$ cat src/rtl/assert_macros.svh
// ---------------------------------------------------------------------------
// Assertion macros
// Shared concurrent check wrappers, synchronous active-low reset disables.
// ---------------------------------------------------------------------------
`ifndef ASSERT_MACROS_SVH
`define ASSERT_MACROS_SVH

// Implication or plain property, disabled while reset is asserted.
`define BAM_CHECK(lbl, clk, rst_n, prop, msg) \
    lbl: assert property (@(posedge clk) disable iff (!rst_n) (prop)) \
        else $error(msg);

// Condition that must never be true outside reset.
`define BAM_NEVER(lbl, clk, rst_n, cond, msg) \
    lbl: assert property (@(posedge clk) disable iff (!rst_n) !(cond)) \
        else $error(msg);

`endif

$ cat src/rtl/bam_pkg.sv
// ---------------------------------------------------------------------------
// bam_pkg
// Widths, command codes, sequencer states and shared types of the map.
// ---------------------------------------------------------------------------
`timescale 1ns / 1ps

package bam_pkg;

    localparam int MAP_BYTES_DEF = 128;

    localparam int CFG_W   = 8;
    localparam int CMD_W   = 3;
    localparam int IDX_W   = 10;
    localparam int CNT_W   = 11;
    localparam int POS_W   = 11;   // bit position, map holds at most 255 bytes in use
    localparam int RUN_W   = 12;
    localparam int WORD_W  = 64;
    localparam int WORD_BYTES = 8;
    localparam int OFF_W   = 6;    // bit offset inside a word
    localparam int WIDX_W  = 5;    // word index over the addressable map
    localparam int CHUNK_W = 8;    // bits examined per scan step
    localparam int CSEL_W  = 3;    // chunk select inside a word
    localparam int LR_W    = 4;

    localparam logic [CFG_W-1:0]  MAP_BYTES_RST = 8'd128;
    localparam logic [OFF_W-1:0]  OFF_MAX       = 6'd63;
    localparam logic [CSEL_W-1:0] LAST_CHUNK    = 3'd7;

    localparam logic [CMD_W-1:0] CMD_CLEAR = 3'd0;
    localparam logic [CMD_W-1:0] CMD_TEST  = 3'd1;
    localparam logic [CMD_W-1:0] CMD_SET   = 3'd2;
    localparam logic [CMD_W-1:0] CMD_SCAN  = 3'd3;
    localparam logic [CMD_W-1:0] CMD_RANGE = 3'd4;

    typedef enum logic [3:0] {
        S_INIT,
        S_CLR,
        S_IDLE,
        S_TEST_RD,
        S_TEST_DAT,
        S_RNG_RD,
        S_RNG_WR,
        S_SCAN_RD,
        S_SCAN_RUN,
        S_FIN
    } t_state;

    typedef struct packed {
        logic             found;
        logic [POS_W-1:0] start;
        logic [RUN_W-1:0] run;
        logic [POS_W-1:0] first;
    } t_run_res;

endpackage

$ cat src/rtl/bam_run_unit.sv
// ---------------------------------------------------------------------------
// bam_run_unit
// First-fit run tracker over one 8-bit chunk of the map, with carried run.
// ---------------------------------------------------------------------------
`timescale 1ns / 1ps

module bam_run_unit (
    input  logic [bam_pkg::CHUNK_W-1:0] i_chunk,
    input  logic [bam_pkg::POS_W-1:0]   i_base,
    input  logic [bam_pkg::RUN_W-1:0]   i_run,
    input  logic [bam_pkg::POS_W-1:0]   i_first,
    input  logic [bam_pkg::CNT_W-1:0]   i_count,
    output bam_pkg::t_run_res           o_res
);
    import bam_pkg::*;

    always_comb begin
        logic [LR_W-1:0]  lr;
        logic             all_free;
        logic [RUN_W-1:0] run_j;
        logic [POS_W-1:0] first_j;
        lr       = '0;
        all_free = 1'b1;
        run_j    = '0;
        first_j  = '0;
        o_res    = '0;
        for (int j = 0; j < CHUNK_W; j++) begin
            if (i_chunk[j]) begin
                lr       = '0;
                all_free = 1'b0;
            end else begin
                lr = lr + LR_W'(1);
            end
            run_j = all_free ? (i_run + RUN_W'(lr)) : RUN_W'(lr);
            if (all_free) begin
                first_j = (i_run == '0) ? i_base : i_first;
            end else begin
                first_j = i_base + POS_W'(j + 1) - POS_W'(lr);
            end
            if (!i_chunk[j] && (run_j == RUN_W'(i_count)) && !o_res.found) begin
                o_res.found = 1'b1;
                o_res.start = first_j;
            end
        end
        o_res.run   = run_j;
        o_res.first = first_j;
    end

endmodule

$ cat src/rtl/bitmap_allocation_map.sv
// ---------------------------------------------------------------------------
// bitmap_allocation_map
// Bit-per-unit allocation map: clear, test, set, first-fit scan, range set.
// ---------------------------------------------------------------------------
//  channel   dir  handshake                   payload
//  cmd       in   i_cmd_valid / o_cmd_ready   i_command i_bit_index i_count i_value
//  res       out  o_res_valid / i_res_ready   o_ok o_bit_state o_start_index
//  cfg       in   i_cfg_we (no wait)          i_cfg_data (map_bytes)
//
//  Map lives in a 64-bit wide RAM of ceil(MAP_BYTES/8) words, one port each side.
//  Test: a word read, then the bit is taken. Set and range set: a read and a write
//  per word touched. Scan: a word read, then one step per 8-bit chunk; a miss adds
//  an end check, and a read when the map ends on a word edge. Clear and reset: a
//  clearing pass over all ceil(MAP_BYTES/8) words, no item taken. One item at a
//  time; a stalled result holds the sequencer.
// ---------------------------------------------------------------------------
`timescale 1ns / 1ps
`include "assert_macros.svh"

module bitmap_allocation_map #(
    parameter int MAP_BYTES = bam_pkg::MAP_BYTES_DEF
) (
    input  logic                        i_clk,
    input  logic                        i_rst_n,
    input  logic                        i_cfg_we,
    input  logic [bam_pkg::CFG_W-1:0]   i_cfg_data,
    input  logic                        i_cmd_valid,
    output logic                        o_cmd_ready,
    input  logic [bam_pkg::CMD_W-1:0]   i_command,
    input  logic [bam_pkg::IDX_W-1:0]   i_bit_index,
    input  logic [bam_pkg::CNT_W-1:0]   i_count,
    input  logic                        i_value,
    output logic                        o_res_valid,
    input  logic                        i_res_ready,
    output logic                        o_ok,
    output logic                        o_bit_state,
    output logic [bam_pkg::IDX_W-1:0]   o_start_index
);
    import bam_pkg::*;

    localparam int WORDS = (MAP_BYTES + WORD_BYTES - 1) / WORD_BYTES;
    localparam int WAW   = (WORDS > 1) ? $clog2(WORDS) : 1;
    localparam logic [WAW-1:0] LAST_ADDR = WAW'(WORDS - 1);
    localparam logic [8:0]     CAP_BYTES = (MAP_BYTES > 255) ? 9'd255 : 9'(MAP_BYTES);

    t_state r_state, n_state;

    logic [CFG_W-1:0]  r_map_bytes;
    logic [8:0]        eff_bytes;
    logic [POS_W-1:0]  map_bits;

    logic [WORD_W-1:0] r_mem [WORDS];
    logic [WORD_W-1:0] r_rdata;
    logic              mem_re, mem_we;
    logic [WAW-1:0]    mem_raddr, mem_waddr;
    logic [WORD_W-1:0] mem_wdata;
    logic [WAW-1:0]    r_clr_addr;
    logic              clr_last;

    logic [OFF_W-1:0]  r_lo, r_hi;
    logic [WIDX_W-1:0] r_word, r_wlast;
    logic              r_first_word;
    logic              r_val;
    logic [CNT_W-1:0]  r_cnt;
    logic [CSEL_W-1:0] r_chunk;
    logic [RUN_W-1:0]  r_run;
    logic [POS_W-1:0]  r_first;
    logic              r_ok, r_st;
    logic [IDX_W-1:0]  r_start;

    logic              r_res_valid, r_res_ok, r_res_st;
    logic [IDX_W-1:0]  r_res_start;

    logic              acc, load_res;
    logic [CNT_W-1:0]  ecnt;
    logic [RUN_W-1:0]  span_end, last_pos;
    logic              fits, idx_in;
    logic [WAW+WIDX_W-1:0] word_ext;
    logic [WAW-1:0]    word_addr;
    logic [OFF_W-1:0]  lo_off, hi_off;
    logic [WORD_W-1:0] wmask, merged;
    logic [POS_W-1:0]  scan_base;
    logic              scan_end;
    t_run_res          run_res;

    assign eff_bytes = ({1'b0, r_map_bytes} > CAP_BYTES) ? CAP_BYTES : {1'b0, r_map_bytes};
    assign map_bits  = {eff_bytes[7:0], 3'b000};

    assign acc      = i_cmd_valid && o_cmd_ready;
    assign ecnt     = (i_command == CMD_SET) ? CNT_W'(1) : i_count;
    assign span_end = RUN_W'(i_bit_index) + RUN_W'(ecnt);
    assign last_pos = span_end - RUN_W'(1);
    assign fits     = span_end <= RUN_W'(map_bits);
    assign idx_in   = POS_W'(i_bit_index) < map_bits;

    assign word_ext  = {{WAW{1'b0}}, r_word};
    assign word_addr = word_ext[WAW-1:0];
    assign clr_last  = r_clr_addr == LAST_ADDR;

    assign lo_off = r_first_word ? r_lo : '0;
    assign hi_off = (r_word == r_wlast) ? r_hi : OFF_MAX;
    assign wmask  = ({WORD_W{1'b1}} << lo_off) & ({WORD_W{1'b1}} >> (OFF_MAX - hi_off));
    assign merged = r_val ? (r_rdata | wmask) : (r_rdata & ~wmask);

    assign scan_base = {r_word, r_chunk, 3'b000};
    assign scan_end  = scan_base >= map_bits;

    bam_run_unit u_run (
        .i_chunk (r_rdata[{r_chunk, 3'b000} +: CHUNK_W]),
        .i_base  (scan_base),
        .i_run   (r_run),
        .i_first (r_first),
        .i_count (r_cnt),
        .o_res   (run_res)
    );

    // next state
    always_comb begin
        n_state = r_state;
        case (r_state)
            S_INIT: begin
                if (clr_last) n_state = S_IDLE;
            end
            S_CLR: begin
                if (clr_last) n_state = S_FIN;
            end
            S_IDLE: begin
                if (acc) begin
                    case (i_command)
                        CMD_CLEAR: n_state = S_CLR;
                        CMD_TEST:  n_state = idx_in ? S_TEST_RD : S_FIN;
                        CMD_SET:   n_state = idx_in ? S_RNG_RD : S_FIN;
                        CMD_SCAN:  n_state = (i_count != '0) ? S_SCAN_RD : S_FIN;
                        CMD_RANGE: n_state = (fits && i_count != '0) ? S_RNG_RD : S_FIN;
                        default:   n_state = S_FIN;
                    endcase
                end
            end
            S_TEST_RD:  n_state = S_TEST_DAT;
            S_TEST_DAT: n_state = S_FIN;
            S_RNG_RD:   n_state = S_RNG_WR;
            S_RNG_WR: begin
                if (r_word == r_wlast) n_state = S_FIN;
                else n_state = S_RNG_RD;
            end
            S_SCAN_RD:  n_state = S_SCAN_RUN;
            S_SCAN_RUN: begin
                if (scan_end || run_res.found) n_state = S_FIN;
                else if (r_chunk == LAST_CHUNK) n_state = S_SCAN_RD;
            end
            S_FIN: begin
                if (load_res) n_state = S_IDLE;
            end
            default: n_state = S_IDLE;
        endcase
    end

    // outputs of the sequencer
    always_comb begin
        o_cmd_ready = 1'b0;
        mem_re      = 1'b0;
        mem_we      = 1'b0;
        mem_raddr   = word_addr;
        mem_waddr   = word_addr;
        mem_wdata   = merged;
        load_res    = 1'b0;
        case (r_state)
            S_INIT, S_CLR: begin
                mem_we    = 1'b1;
                mem_waddr = r_clr_addr;
                mem_wdata = '0;
            end
            S_IDLE:    o_cmd_ready = 1'b1;
            S_TEST_RD, S_RNG_RD, S_SCAN_RD: mem_re = 1'b1;
            S_RNG_WR:  mem_we = 1'b1;
            S_FIN:     load_res = !r_res_valid || i_res_ready;
            default: ;
        endcase
    end

    always_ff @(posedge i_clk) begin
        if (!i_rst_n) begin
            r_state     <= S_INIT;
            r_clr_addr  <= '0;
            r_map_bytes <= MAP_BYTES_RST;
            r_res_valid <= 1'b0;
        end else begin
            r_state <= n_state;
            if (i_cfg_we) r_map_bytes <= i_cfg_data;
            if (r_state == S_INIT || r_state == S_CLR) begin
                r_clr_addr <= clr_last ? '0 : r_clr_addr + WAW'(1);
            end
            if (load_res) r_res_valid <= 1'b1;
            else if (i_res_ready) r_res_valid <= 1'b0;
        end
    end

    always_ff @(posedge i_clk) begin
        case (r_state)
            S_IDLE: begin
                if (acc) begin
                    r_val        <= i_value;
                    r_cnt        <= i_count;
                    r_lo         <= i_bit_index[OFF_W-1:0];
                    r_hi         <= last_pos[OFF_W-1:0];
                    r_wlast      <= last_pos[OFF_W +: WIDX_W];
                    r_word       <= (i_command == CMD_SCAN) ? '0
                                    : WIDX_W'(i_bit_index[IDX_W-1:OFF_W]);
                    r_first_word <= 1'b1;
                    r_chunk      <= '0;
                    r_run        <= '0;
                    r_first      <= '0;
                    r_st         <= (i_command == CMD_TEST) && !idx_in;
                    r_start      <= '0;
                    case (i_command)
                        CMD_CLEAR: r_ok <= 1'b1;
                        CMD_SET:   r_ok <= idx_in;
                        CMD_RANGE: r_ok <= fits;
                        default:   r_ok <= 1'b0;
                    endcase
                end
            end
            S_TEST_DAT: begin
                r_st <= r_rdata[r_lo];
                r_ok <= 1'b1;
            end
            S_RNG_WR: begin
                r_word       <= r_word + WIDX_W'(1);
                r_first_word <= 1'b0;
            end
            S_SCAN_RUN: begin
                if (!scan_end) begin
                    if (run_res.found) begin
                        r_ok    <= 1'b1;
                        r_start <= run_res.start[IDX_W-1:0];
                    end else begin
                        r_run   <= run_res.run;
                        r_first <= run_res.first;
                        r_chunk <= r_chunk + CSEL_W'(1);
                        if (r_chunk == LAST_CHUNK) r_word <= r_word + WIDX_W'(1);
                    end
                end
            end
            default: ;
        endcase
    end

    always_ff @(posedge i_clk) begin
        if (load_res) begin
            r_res_ok    <= r_ok;
            r_res_st    <= r_st;
            r_res_start <= r_start;
        end
    end

    always_ff @(posedge i_clk) begin
        if (mem_we) r_mem[mem_waddr] <= mem_wdata;
        if (mem_re) r_rdata <= r_mem[mem_raddr];
    end

    assign o_res_valid   = r_res_valid;
    assign o_ok          = r_res_ok;
    assign o_bit_state   = r_res_st;
    assign o_start_index = r_res_start;

    `BAM_CHECK(a_no_write_idle, i_clk, i_rst_n, (r_state == S_IDLE) |-> !mem_we, "map write while idle")
    `BAM_CHECK(a_busy_after_item, i_clk, i_rst_n, acc |=> !o_cmd_ready, "ready right after an item")
    `BAM_CHECK(a_range_bound, i_clk, i_rst_n, (r_state == S_RNG_WR) |-> (r_word <= r_wlast), "range write past last word")
    `BAM_CHECK(a_scan_stop, i_clk, i_rst_n, (r_state == S_SCAN_RUN && scan_end) |=> (r_state == S_FIN), "scan ran past map end")
    `BAM_NEVER(a_port_clash, i_clk, i_rst_n, mem_re && mem_we, "map read and write in one cycle")

endmodule
$ cat config.mk
export PLATFORM = sky130hd
export DESIGN_NAME = bitmap_allocation_map
export DESIGN_NICKNAME = d
export VERILOG_FILES = /design/src/rtl/bam_pkg.sv /design/src/rtl/bam_run_unit.sv /design/src/rtl/bitmap_allocation_map.sv
export VERILOG_INCLUDE_DIRS = /design/src /design/src/rtl
export SDC_FILE = /design/constraint.sdc
export NUM_CORES = 2
export LEC_CHECK = 0
export ABC_AREA = 0
export BUFFER_PORTS_ARGS = -buffer_cell sky130_fd_sc_hd__buf_2
export CAP_MARGIN = 20
export CELL_PAD_IN_SITES_DETAIL_PLACEMENT = 1
export CELL_PAD_IN_SITES_GLOBAL_PLACEMENT = 2
export CORE_UTILIZATION = 52
export DETAILED_ROUTE_END_ITERATION = 10
export PLACE_DENSITY_LB_ADDON = 0.1
export SLEW_MARGIN = 20
export SYNTH_ARGS = -nofsm -noshare
export SYNTH_HDL_FRONTEND = slang
export SYNTH_SLANG_ARGS = --single-unit
$ cat constraint.sdc
create_clock -name i_clk -period 27 [get_ports i_clk]
set_input_delay 0 -clock i_clk [delete_from_list [all_inputs] [get_ports i_clk]]
set_output_delay 0 -clock i_clk [all_outputs]
set_load 0.005 [all_outputs]
==> run metrics <==
DPL Wire Length 110000 µm; Worst-path clk slew 60 ps; TritonCTS clock tree yes; Finished Cell Area 62500 µm²; final hold violation count 0; vias in the first global route 35400; highest clock rate 0.103 GHz; setup TNS 0 ps; Inserted Diodes 0; Synth top cells by count edfxtp_1, mux4_2, nor2_1; PwrDens 61.0 nW/µm²; Pre-antenna DRT Iters 7; Area Growth Syn to Fin 11.4%; H-tree levels 3; share of layout cells above drive strength 1 19.9%; Seq/Total Area, Yosys 63.3%; Leak 21.2 nW; Period minus WS final 9720 ps; setup bufs post-CTS 0; top cells by area, synth edfxtp_1, mux4_2, ha_1, nor2_1, mux2i_1; Placed Instances 4879; status finished, final reports clean; setup violators final 0; Worst Path Arrival 10070 ps; Clock Latency Late Sink 750 ps; Final nets 3784; Routed Antenna Nets 0; Initial Util 52.4%; clock buffer depth 3; PortBufs 51; die area 109000 µm²; Vias/cell 6.75; largest net degree at the start of global routing 98; Netlist Area Pre-Place 56100 µm²; delay-heaviest family, CP simple AND/OR/NAND/NOR gates; final slew viol count 0; Placed Area 58100 µm²; Final Skew 53.1 ps; Final period util 36.0%; clock root buffer clkbuf_16; Ys Warns 0; CP required 27350 ps; CP Max Fanout 29; total CTS buffers 118; die width 331 µm; grt ovf 0; Worst VDD drop 0.0000694 V; post-route insts no fill 5151; synthesized flop and latch total 1189; max-cap violations 0; Avg Cell Area, Syn 15.8 µm²; first-pass GRT wire length 251000 µm; Rel. slew slack 23.8%; most frequent cell after synthesis edfxtp_1; fin worst setup slack 17280 ps; Startpoint Class flop; gp weighted congestion 0.922; post-synthesis async set-or-reset flop share 0%; CP max-delay cell a211oi_2; unrepaired setup endpoints after global routing false; Min-Delay Path Class input pin to flop; leading area contributor after synthesis edfxtp_1; total track usage 32.2%; count of different cell masters after synthesis 101; DR iter-0 viols 3384; WL final 174000 µm; die height 331 µm; Most used DFF post-synth edfxtp_1; WP buf/inv 4; Boundary Pins 52; Slew @ Worst Pin 1140 ps; fill count 9682; worst slack, placed 17380 ps; core area 107000 µm²; Top cell by count, worst path ha_1; Site Rows 120; CP Capture Type flop; initial antenna violation count 0; Post-Synthesis Cells 3556; number of flops mapped to enable cells by yosys 1172; Worst Setup Path Type flop to flop; Worst path max stage delay 700 ps; top-area cell type share of the netlist area 62.7%; vias 34800; drt drc 0; Avg WL per Cell 33.7 µm; clock sinks 1189
layout make-up:
cell class              instances  area, µm²  share of cell area, %
multi-input cells            2072      19600                   31.3
well taps                    1403       1760                   2.81
clock inverters                75        832                   1.33
clock buffers                 143       3050                   4.87
flip-flops and latches       1189      35500                   56.8
repair buffers                190       1460                   2.33
inverters                      79        297                  0.474
report_power, final:
group          internal (mW)  switching, mW
clock                  0.940          0.709
combinational         0.0395         0.0724
sequential              2.04         0.0101
worst paths after layout:
check | startpoint | end | slack [ps] | cells after the start
worst min-delay path | i_count[7] | r_cnt[7] | 30 | 2
worst max register to register | r_chunk[1] | r_start[2] | 17280 | 31
worst min register to register | r_start[1] | o_start_index[1] | 420 | 0
worst max-delay path | r_chunk[1] | r_start[2] | 17280 | 31
kinds of logic after synthesis:
kind of cell	after synthesis	share of synthesized area (%)
AO/OA/AOI/OAI	579	6.76
XOR/XNOR	157	2.64
adder cells (fa/ha/maj)	97	2.25
buffers and inverters	298	2.10
flip-flops	1189	63.3
multiplexers	476	16.4
other	2	0.0134
AND/OR/NAND/NOR	758	6.48
repair_timing:
| item | in CTS | in global routing |
|---|---|---|
| setup endpoints to repair | 0 | 0 |
| hold buffers | 53 | 0 |
| hold endpoints to repair | 52 | 0 |
| gates resized for setup | 0 | 0 |
flip-flops by register name, indices dropped and copies added (netlist names), 4 cells and up:
name,cells
r_cnt,11
r_map_bytes,8
r_rdata,64
r_mem,1024
o_start_index,10
r_clr_addr,4
r_lo,6
r_first,10
r_hi,6
r_word,5
r_start,10
r_run,12
r_state,4
r_wlast,5
cells in the final DEF, fill, tap and decap left out, drive strengths merged, types with 68 or more instances in the layout:
master / count
edfxtp: 1172
mux4: 354
nor2: 276
a21oi: 156
nand2: 145
clkbuf: 143
o21ai: 137
buf: 137
mux2i: 102
xnor2: 98
ha: 89
inv: 78
nand3: 68
routing by layer:
metal | wire (µm) | up-vias | GRT usage, %
met1 | 69900 | 18500 | 44.4
met2 | 85500 | 1607 | 53.1
met5 | 0 | - | 0
met3 | 12100 | 295 | 4.35
li1 | - | 14400 | -
met4 | 5960 | 0 | 10.7
through the flow:
step           hold slack [ps]  power [mW]  util (%)
2_1_floorplan             98.6        2.15         -
3_3_place_gp               181        2.19      54.2
3_5_place_dp               179        2.19      54.2
4_1_cts                   2.70        3.84      58.4
5_1_grt                   43.9        3.90      58.4
6_report                  31.4        3.81      58.4
Power figures use the tool's default switching activity.
